`src/sv/relr_pkg.sv`:
```
// Shared types, sizes and control structs for the RELR relocation decoder.
`default_nettype none

package relr_pkg;

   // Width of one RELR word and of the running address (32 to 64).
   localparam int ENTRY_BITS  = 64;
   // Fixed width of the address fields on the ports.
   localparam int FIELD_BITS  = 64;
   // Bytes in one word.
   localparam int WORD_BYTES  = ENTRY_BITS / 8;
   // Bitmap payload bits (bit 0 is the tag).
   localparam int BITMAP_BITS = ENTRY_BITS - 1;
   // Pointer advance after a bitmap: BITMAP_BITS words.
   localparam int BITMAP_SPAN = WORD_BYTES * BITMAP_BITS;

   typedef struct packed {
      logic [FIELD_BITS-1:0] entry;
      logic                  section_start;
   } req_type;

   typedef struct packed {
      logic [FIELD_BITS-1:0] reloc_address;
      logic                  last_of_entry;
   } rsp_type;

   // Controller to datapath.
   typedef struct packed {
      logic load;   // capture a new item
      logic step;   // consume one bitmap position
   } relr_cmd_type;

   // Datapath to controller.
   typedef struct packed {
      logic load_nonempty; // new item yields at least one address
      logic cur_bit;       // current scan position is set
      logic rest_empty;    // nothing set beyond the current position
      logic out_free;      // output register can take an item
   } relr_status_type;

endpackage

`default_nettype wire

```
`src/sv/relr_ctrl.sv`:
```
// Controller state machine: sequences load and scan steps.
`default_nettype none

module relr_ctrl (
   input  wire                       clock,
   input  wire                       reset,
   input  wire                       req_valid,
   output logic                      busy,
   output relr_pkg::relr_cmd_type    cmd,
   input  relr_pkg::relr_status_type status
);
   import relr_pkg::*;

   typedef enum logic {
      ST_IDLE,
      ST_SCAN
   } state_type;

   state_type state_ff;
   state_type state_in;

   always_comb begin
      cmd      = '0;
      state_in = state_ff;
      unique case (state_ff)
         ST_IDLE: begin
            cmd.load = req_valid;
            if (req_valid && status.load_nonempty) begin
               state_in = ST_SCAN;
            end
         end
         ST_SCAN: begin
            // an unset position never waits on the output
            cmd.step = !status.cur_bit || status.out_free;
            if (cmd.step && status.rest_empty) begin
               state_in = ST_IDLE;
            end
         end
         default: state_in = ST_IDLE;
      endcase
   end

   always_ff @(posedge clock) begin
      if (reset) begin
         state_ff <= ST_IDLE;
      end else begin
         state_ff <= state_in;
      end
   end

   assign busy = (state_ff != ST_IDLE);

endmodule

`default_nettype wire

```
`src/sv/relr_datapath.sv`:
```
// Datapath: running pointer, bitmap shifter, address counter, output register.
`default_nettype none

module relr_datapath (
   input  wire                        clock,
   input  wire                        reset,
   input  relr_pkg::req_type          req_data,
   input  wire                        rsp_stall,
   output logic                       rsp_valid,
   output relr_pkg::rsp_type          rsp_data,
   input  relr_pkg::relr_cmd_type     cmd,
   output relr_pkg::relr_status_type  status
);
   import relr_pkg::*;

   logic [ENTRY_BITS-1:0]  pointer_ff, pointer_in;
   logic [ENTRY_BITS-1:0]  addr_ff, addr_in;
   logic [BITMAP_BITS-1:0] bits_ff, bits_in;
   logic                   rsp_valid_ff, rsp_valid_in;
   rsp_type                rsp_ff, rsp_in;

   logic [ENTRY_BITS-1:0]  word;
   logic [ENTRY_BITS-1:0]  base;
   logic [BITMAP_BITS-1:0] load_bits;
   logic                   emit;

   assign word = req_data.entry[ENTRY_BITS-1:0];
   assign base = req_data.section_start ? '0 : pointer_ff;

   // an address entry scans as a single set position
   assign load_bits = word[0] ? word[ENTRY_BITS-1:1] : BITMAP_BITS'(1);

   assign status.load_nonempty = (load_bits != '0);
   assign status.cur_bit       = bits_ff[0];
   assign status.rest_empty    = (bits_ff[BITMAP_BITS-1:1] == '0);
   assign status.out_free      = !rsp_valid_ff || !rsp_stall;

   assign emit = cmd.step && bits_ff[0];

   always_comb begin
      pointer_in = pointer_ff;
      addr_in    = addr_ff;
      bits_in    = bits_ff;
      if (cmd.load) begin
         bits_in = load_bits;
         if (word[0]) begin
            addr_in    = base;
            pointer_in = base + ENTRY_BITS'(BITMAP_SPAN);
         end else begin
            addr_in    = word;
            pointer_in = word + ENTRY_BITS'(WORD_BYTES);
         end
      end else if (cmd.step) begin
         bits_in = bits_ff >> 1;
         addr_in = addr_ff + ENTRY_BITS'(WORD_BYTES);
      end
   end

   always_comb begin
      rsp_in       = rsp_ff;
      rsp_valid_in = rsp_valid_ff;
      if (emit) begin
         rsp_valid_in         = 1'b1;
         rsp_in.reloc_address = FIELD_BITS'(addr_ff);
         rsp_in.last_of_entry = status.rest_empty;
      end else if (!rsp_stall) begin
         rsp_valid_in = 1'b0;
      end
   end

   always_ff @(posedge clock) begin
      if (reset) begin
         pointer_ff   <= '0;
         bits_ff      <= '0;
         rsp_valid_ff <= 1'b0;
      end else begin
         pointer_ff   <= pointer_in;
         bits_ff      <= bits_in;
         rsp_valid_ff <= rsp_valid_in;
      end
   end

   always_ff @(posedge clock) begin
      addr_ff <= addr_in;
      rsp_ff  <= rsp_in;
   end

   assign rsp_valid = rsp_valid_ff;
   assign rsp_data  = rsp_ff;

endmodule

`default_nettype wire

```
`src/sv/relr_relocation_decoder.sv`:
```
// Top level of the RELR relocation decoder: controller, datapath, checks.
// Scan: an accepted item is loaded, then each set position from bit 1 up is
//   emitted into the output register; an address entry scans as bit 1 alone.
// Throughput: one scan position per cycle; an address item holds the input
//   for its one position, a bitmap item until its highest set bit, an empty
//   bitmap none. Output stalls pause the scan only on set positions.
// Reset: synchronous, active high; clears pointer, scan state, output valid.
`default_nettype none

module relr_relocation_decoder (
   input  wire               clock,
   input  wire               reset,
   input  wire               req_valid,
   output logic              req_stall,
   input  relr_pkg::req_type req_data,
   output logic              rsp_valid,
   input  wire               rsp_stall,
   output relr_pkg::rsp_type rsp_data
);
   import relr_pkg::*;

   relr_cmd_type    cmd;
   relr_status_type status;
   logic            busy;

   // Controller: IDLE takes an item, SCAN walks the bitmap one bit per cycle unless a set bit waits on the output.
   relr_ctrl u_ctrl (
      .clock     (clock),
      .reset     (reset),
      .req_valid (req_valid),
      .busy      (busy),
      .cmd       (cmd),
      .status    (status)
   );

   // Datapath: the address item becomes a one-bit scan, so both kinds
   // share the same emit path into the output register.
   relr_datapath u_dp (
      .clock     (clock),
      .reset     (reset),
      .req_data  (req_data),
      .rsp_stall (rsp_stall),
      .rsp_valid (rsp_valid),
      .rsp_data  (rsp_data),
      .cmd       (cmd),
      .status    (status)
   );

   // Input is held off for the whole scan of an item.
   assign req_stall = busy;

`ifndef SYNTH
   // Never overwrite an output item that is still waiting.
   a_no_overwrite: assert property (@(posedge clock) disable iff (reset)
      (cmd.step && status.cur_bit) |-> status.out_free)
      else $error("output item overwritten");

   // Load and step are exclusive.
   a_cmd_excl: assert property (@(posedge clock) disable iff (reset)
      !(cmd.load && cmd.step))
      else $error("load and step together");

   // An address entry always starts a scan that yields one item.
   a_addr_scan: assert property (@(posedge clock) disable iff (reset)
      (req_valid && !req_stall && !req_data.entry[0]) |=> (req_stall && status.cur_bit))
      else $error("address entry did not start a scan");

   // An address entry's item carries the end-of-entry mark.
   a_addr_last: assert property (@(posedge clock) disable iff (reset)
      (req_valid && !req_stall && !req_data.entry[0]) |=> status.rest_empty)
      else $error("address entry scan not single");
`endif

endmodule

`default_nettype wire

```
`config.mk`:
```
export PLATFORM = sky130hd
export DESIGN_NAME = relr_relocation_decoder
export DESIGN_NICKNAME = d
export VERILOG_FILES = /design/src/sv/relr_pkg.sv /design/src/sv/relr_ctrl.sv /design/src/sv/relr_datapath.sv /design/src/sv/relr_relocation_decoder.sv
export SDC_FILE = /design/constraint.sdc
export NUM_CORES = 1
export LEC_CHECK = 0
export BUFFER_PORTS_ARGS = -buffer_cell sky130_fd_sc_hd__buf_2
export CAP_MARGIN = 20
export CORE_MARGIN = 3
export CORE_UTILIZATION = 39
export CTS_CLUSTER_SIZE = 28
export DETAILED_ROUTE_END_ITERATION = 10
export MAX_ROUTING_LAYER = met4
export SYNTH_ARGS = -nofsm -noshare
export SYNTH_HDL_FRONTEND = slang
export SYNTH_SLANG_ARGS = --single-unit
export TNS_END_PERCENT = 30
```
`constraint.sdc`:
```
create_clock -name clock -period 4.7 [get_ports clock]
set_clock_uncertainty 0.1 [all_clocks]
set_input_delay 0.235 -clock clock [delete_from_list [all_inputs] [get_ports clock]]
set_output_delay 0.235 -clock clock [all_outputs]
set_load 0.005 [all_outputs]
```
After elaboration in Yosys (flattened, before gate mapping)
Index checks and enable logic that the tools add are counted.

storage, ports and cells
  input bits = 69
  memory bits (writable) = 0
  memories kept = 0
  logic and storage cells = 38
  memory bits (read-only) = 0
  bits in latches = 0
  flip-flop bits (word level) = 258

cells by class
  reductions and logical operators = 11
  mux-type cells = 15
  add/subtract/negate cells = 3
  $mul = 0
  bitwise operators = 1
  shift-type cells = 0
  div/mod/pow operators = 0
  equal/unequal tests = 1
  order comparisons = 0

operators by type and width
  kind                                                                      number
  64-bit two-way mux                                                        5
  63-bit two-way mux                                                        3
  64-bit by 4-bit adder with 64-bit output (second input constant)          2
  64-bit by 9-bit adder with 64-bit output (second input constant)          1
  63-bit nonzero test                                                       1
  62-bit logical NOT                                                        1
  1-bit two-way mux                                                         6
  1-bit logical AND                                                         3
  1-bit logical NOT                                                         3
  1-bit logical OR                                                          2
  2-bit by 1-bit inequality test with 1-bit output (second input constant)  1
  1-bit case mux with 2 select lines                                        1
  2-bit nonzero test                                                        1
  1-bit inverter                                                            1

Depth between registers and ports, before layout
  depth after elaboration = 6
  mapped depth = 10
  gate-level depth less buffers = 7

By module
Synthesis repeated with hierarchy kept, for this count alone.

unflattened totals
  cells, all modules = 1780
  area, all modules = 15396.0 µm²

modules (own cells, without submodules)
  module         cells each  times used  sequential area each (µm²)  area an instance (µm²)
  relr_datapath  1774        1           6436.2                      15334.7
  relr_ctrl      6           1           20.0                        61.3

Least setup slack after synthesis
No wires, ideal clock.

  kind = register -> register
  start point = reg u_ctrl.state_ff (netlist: u_ctrl.busy)
  end point = reg u_dp.addr_ff[10] (enable)
  required time = 3931 ps
  arrival time = 2806 ps
  setup time = 669 ps
  slack = 1125 ps
  cell stages (with the launch flop) = 8
  cell sequence = dfxtp_1 clkbuf_1 nand2b_1 clkbuf_1 clkbuf_1 buf_1 clkbuf_1 nand2_1

on the way
  word-level cells in the longest chain between the ends = 2

RTL lines
  what                            RTL line             RTL
  start, declared                 relr_ctrl.sv:19      state_type state_ff;
  start signal, assigned          relr_ctrl.sv:47      state_ff <= state_in;
  1-bit two-way mux               relr_ctrl.sv:25      unique case (state_ff)
  2-bit nonzero test (no line) *  n/a
  end signal, assigned            relr_datapath.sv:84  addr_ff <= addr_in;
  end, declared                   relr_datapath.sv:17  logic [ENTRY_BITS-1:0] addr_ff, addr_in;

Every way passes the cells marked *; elsewhere a longest branch is shown, timed or not.
A chain may end at the register's enable or synchronous reset.

Worst setup path in the final report
  start point = reg u_ctrl.state_ff (netlist: u_ctrl.busy)
  end point = reg u_dp.pointer_ff[32]

on the way
  word-level cells in the longest chain between the ends = 1

RTL lines
  what                  RTL line             RTL
  1-bit two-way mux     relr_ctrl.sv:25
  end signal, assigned  relr_datapath.sv:77  pointer_ff <= pointer_in;
  end, declared         relr_datapath.sv:16  logic [ENTRY_BITS-1:0] pointer_ff, pointer_in;

Every way passes these cells.

==> results by stage <==
Clock network:
- CTS saw 258 sinks.
- The CTS clock-pin slew for the worst setup and hold paths is 0.06 ns.
- Clock tree synthesis inserted a total of 30 buffers.
- The maximum buffer depth of the clock tree is 3.
- In this run the number of H-tree levels came out at 1.
- The number of gates resized after CTS was 0.
- The buffer cell driving the clock tree root is sky130_fd_sc_hd__clkbuf_16.
- TritonCTS built the clock tree.
- The total setup buffers inserted after CTS is 0.
- The clock network latency to the later pin of the worst-skew pair is 0.57 ns.

Finish:
- The fraction of final layout cells with drive strength greater than 1 is 13.0%.
- The final layout contains 1864 nets.
- With fillers left out, the area of the finished cells amounts to 17700 um2.
- The layout filler cell count is 3711.
- From synthesis to final layout, the design area changed by 17.2%.

Floorplan:
- The starting density of the core is 39.8%.
- From bottom edge to top edge, the die measures 203 um.
- The core outline area is 37900 um2.
- In this run the horizontal extent of the chip is 203 um.
- The initialized floorplan defines 71 standard-cell rows.
- The floorplan step defined a die boundary enclosing 41100 um2.
- For this design the top-level I/O count stands at 136.

Job:
- Max-cap violations in this run came to 0.

STA:
- Measured against its own limit, the worst slew margin works out to 27.4%.
- The count of endpoints failing hold in the final timing report is 0.
- The slew of the pin with the lowest slew margin is 1.09 ns.
- After layout, the worst path uses 63.1% of the clock period.
- The count of endpoints failing setup in the final report is 0.
- Setup repair after global routing left no endpoint under its margin.
- Timing would allow up to 337 MHz.
- The max-slew violation count is 0.
- The time the final worst path needs with I/O delays and setup is 2.97 ns.
- The total negative slack for setup checks is 0 ns.

Critical path:
- The slack of the worst reg-to-reg path is 1.73 ns.
- In this run the critical register-to-register path is captured at u_dp.pointer_ff[32].
- The category of the worst setup path launch point is a register.
- The critical path's largest stage delay is 0.72 ns.
- Counting both buffers and inverters, the worst setup path holds a total of 2.
- In this run the worst path has a maximum fanout of 70.
- The critical path class is reg -> reg.
- The cell with the most instances on the worst path is sky130_fd_sc_hd__buf_4.
- The worst path required time is 5.02 ns.
- Counting cells, the worst reg-to-reg path comes to 7.
- The origin of the critical flop-to-flop path is u_ctrl.busy.
- In this design, the largest share of critical-path delay is due to buffers and inverters.
- The slowest stage of the critical path belongs to the cell sky130_fd_sc_hd__buf_4.
- STA classifies the critical path endpoint as a register.
- The signal on the critical path passes through nand2b_4 > buf_4 > nor2_1 > buf_4 > a41oi_1 > a21boi_0 > a211oi_1.
- Data on the critical path arrives at its endpoint at 3.29 ns.

Detailed routing:
- The met3 wire length is 4.96 mm.
- The top routing layer in use is met4.
- The routed via count is 14.2k.
- The per-cell via count in the routed design is 6.09.
- For this run, design rule violations remaining after detail routing come to 0.
- The routed design uses 21.8 mm of met2 wire.
- The antenna violation net count after detailed routing is 0.
- The routed metal-1 wire length is 24.0 mm.
- The count of routing violations after the opening detailed-route iteration is 1661.
- After detailed routing, the total wire length is 52.3 mm.
- The wire length per cell is 22.4 um.
- For this run, the detailed router's first-pass iteration total came to 6.

Logic synthesis:
- The yosys synthesis warning count is 0.
- The cell area after synthesis is 15100 um2.
- Sorting the synthesized cells by area gives the leading types as sky130_fd_sc_hd__edfxtp_1 (26%), sky130_fd_sc_hd__dfxtp_1 (17%), sky130_fd_sc_hd__a21oi_1 (5.2%).
- Of all flip-flops after synthesis, the portion carrying an async set or reset was 0%.
- Of the synthesized area, sequential elements account for 42.8%.
- The biggest area consumer among synthesized cells is sky130_fd_sc_hd__edfxtp_1.
- The synthesis-stage register bit count is 258.
- After technology mapping, the gate count stands at 1693.
- The average instance in the mapped netlist occupies 8.92 um2.
- The top cell type by area accounts for 25.7% of the synthesized area.
- Counting flops with a built-in enable in the synthesized netlist gives 129.
- In this run, distinct cell masters in the synthesized netlist total 75.
- The net count after synthesis is 1764.
- The main flop type after synthesis is sky130_fd_sc_hd__edfxtp_1.

Power:
- The leakage power total is 6.11 nW.
- The peak supply drop is 283 uV.
- The completed layout was analyzed and its total power is 6.16 mW.
- Power spread over the standard cell area amounts to 348 nW/um2.

Run status:
- The run finished with clean final reports.

Hold path:
- Counting instances, the worst hold path has a depth of 3.
- In this run the most critical hold path is launched from req_data[57].
- The sink of the worst hold path is u_dp.bits_ff[55].
- The classification of the worst-slack hold path is in -> reg.

Placed design:
- Input and output buffers added on the ports amount to 135.
- The placed instance area is 16100 um2.
- At the end of routability-driven placement, the weighted congestion stood at 0.985.
- Once detailed placement completed, the half-perimeter wirelength came to 36.6 mm.

Global routing:
- The number of antenna violations at the first check in global routing is 1.
- The number of global-route vias before repair is 13.2k.
- The total track usage is 25.2%.
- Entering global routing, the biggest net connects 148 pins.
- The remaining global-route overflow is 0.
- The first global-routing pass estimated 80.3 mm of wire.
## worst register-to-register path: cells and delay by family, from the launching register on
family | cells | cell delay (ns)
buffers and inverters | 2 | 1.02
AND/OR/NAND/NOR | 2 | 0.75
AO/OA/AOI/OAI | 3 | 0.48
flip-flops | 1 | 0.47
## sequential cells by signal, indices dropped and copies added, names as in the netlist
name,flops
u_dp.rsp_data,65
u_dp.pointer_ff,64
u_ctrl.busy,1
u_dp.addr_ff,64
u_dp.rsp_valid,1
u_dp.bits_ff,63
## synth_stat cells (all sizes together) (19+ instances only)
cell / instances
a221oi: 24
clkbuf: 122
dfxtp: 129
nor4: 67
nor3: 56
nor2b: 21
nand3: 74
nand2: 130
a21oi: 157
mux2i: 71
o21ai: 55
edfxtp: 129
inv: 38
buf: 23
and3: 23
xnor2: 71
o22ai: 19
nor2: 106
nand4: 69
xor2: 39
a211oi: 86
## layout by cell type (no fill, tap or decap), types with 8 or more instances in the layout
master / instances
sky130_fd_sc_hd__mux2i_1: 71
sky130_fd_sc_hd__a211oi_1: 86
sky130_fd_sc_hd__clkbuf_16: 32
sky130_fd_sc_hd__o21ai_0: 54
sky130_fd_sc_hd__a21oi_1: 157
sky130_fd_sc_hd__o22ai_1: 19
sky130_fd_sc_hd__and3_1: 22
sky130_fd_sc_hd__nand3_1: 73
sky130_fd_sc_hd__and2_1: 10
sky130_fd_sc_hd__nor2_1: 105
sky130_fd_sc_hd__and4_1: 10
sky130_fd_sc_hd__nor2b_1: 21
sky130_fd_sc_hd__buf_4: 27
sky130_fd_sc_hd__o211ai_1: 8
sky130_fd_sc_hd__nand4_1: 69
sky130_fd_sc_hd__or4_1: 10
sky130_fd_sc_hd__edfxtp_1: 129
sky130_fd_sc_hd__dlygate4sd3_1: 51
sky130_fd_sc_hd__xor2_1: 39
sky130_fd_sc_hd__a311oi_1: 11
sky130_fd_sc_hd__a31oi_1: 8
sky130_fd_sc_hd__dfxtp_1: 129
sky130_fd_sc_hd__a22oi_1: 11
sky130_fd_sc_hd__nor3_1: 54
sky130_fd_sc_hd__inv_1: 37
sky130_fd_sc_hd__nor4_1: 64
sky130_fd_sc_hd__nand2b_1: 9
sky130_fd_sc_hd__xnor2_1: 71
sky130_fd_sc_hd__clkbuf_1: 8
sky130_fd_sc_hd__a221oi_1: 24
sky130_fd_sc_hd__buf_2: 134
sky130_fd_sc_hd__or3_1: 9
sky130_fd_sc_hd__nand2_1: 128
## routing by layer
metal | vias up | global-route usage [%]
met3 | 109 | 5.50
met5 | - | -
met4 | 0 | 7.08
met1 | 6804 | 36.1
met2 | 649 | 36.0
li1 | 6632 | -
## metrics by stage
step | cells | worst slack, ns | hold slack, ns | utilization [%]
floorplan | 1693 | 1.12 | 0.275 | -
global placement | 2220 | 1.12 | 0.359 | 42.4
detailed placement | 2221 | 1.61 | 0.348 | 42.4
CTS | 2328 | 1.79 | 0.00404 | 46.6
global route | 2329 | 1.54 | 0.0200 | 46.6
finish | 2329 | 1.73 | 0.0137 | 46.6
## cell families (layout without fill, tap and decap cells)
logic type | count (synthesis) | in the layout | share of synthesized area (%)
XOR/XNOR | 110 | 110 | 6.38
buffers and inverters | 183 | 307 | 4.66
AO/OA/AOI/OAI | 443 | 443 | 19.2
adder cells (fa/ha/maj) | 2 | 2 | 0.166
multiplexers | 73 | 73 | 4.86
other | 0 | 1 | 0
AND/OR/NAND/NOR | 624 | 624 | 22.0
flip-flops | 258 | 258 | 42.8
## how the worst max path moves through the flow
| stage | endpoint | cells past startpoint | start | slack [ns] |
|---|---|---|---|---|
| floorplan | u_dp.addr_ff[10] | 7 | u_ctrl.busy | 1.12 |
| global placement | u_dp.pointer_ff[53] | 7 | req_data[1] | 1.12 |
| detailed placement | u_dp.pointer_ff[40] | 7 | req_data[0] | 1.61 |
| CTS | u_dp.pointer_ff[32] | 7 | u_ctrl.busy | 1.79 |
| global route | u_dp.pointer_ff[60] | 8 | req_data[36] | 1.54 |
| finish | u_dp.pointer_ff[32] | 7 | u_ctrl.busy | 1.73 |
## power by group
| part | internal, mW | switching, mW | leakage, nW |
|---|---|---|---|
| Clock | 1.61 | 0.954 | 0.538 |
| Combinational | 0.319 | 0.530 | 3.28 |
| Sequential | 2.57 | 0.179 | 2.29 |
## layout make-up
type / count / area, um2 / area share (%)
clock inverter: 9 / 170 / 0.962
sequential: 258 / 6460 / 36.5
antenna: 1 / 2.50 / 0.0141
inverter: 38 / 143 / 0.806
clock buffer: 47 / 921 / 5.20
tap: 511 / 639 / 3.61
timing repair buffer: 213 / 1400 / 7.93
multi-input combinational: 1252 / 7960 / 45.0
## repair_timing
action                     4_1_cts  5_1_grt
hold buffers                    51        0
setup endpoints to repair        0        0
hold endpoints to repair        68        0
Note: power is estimated with default switching activity, not from simulation.
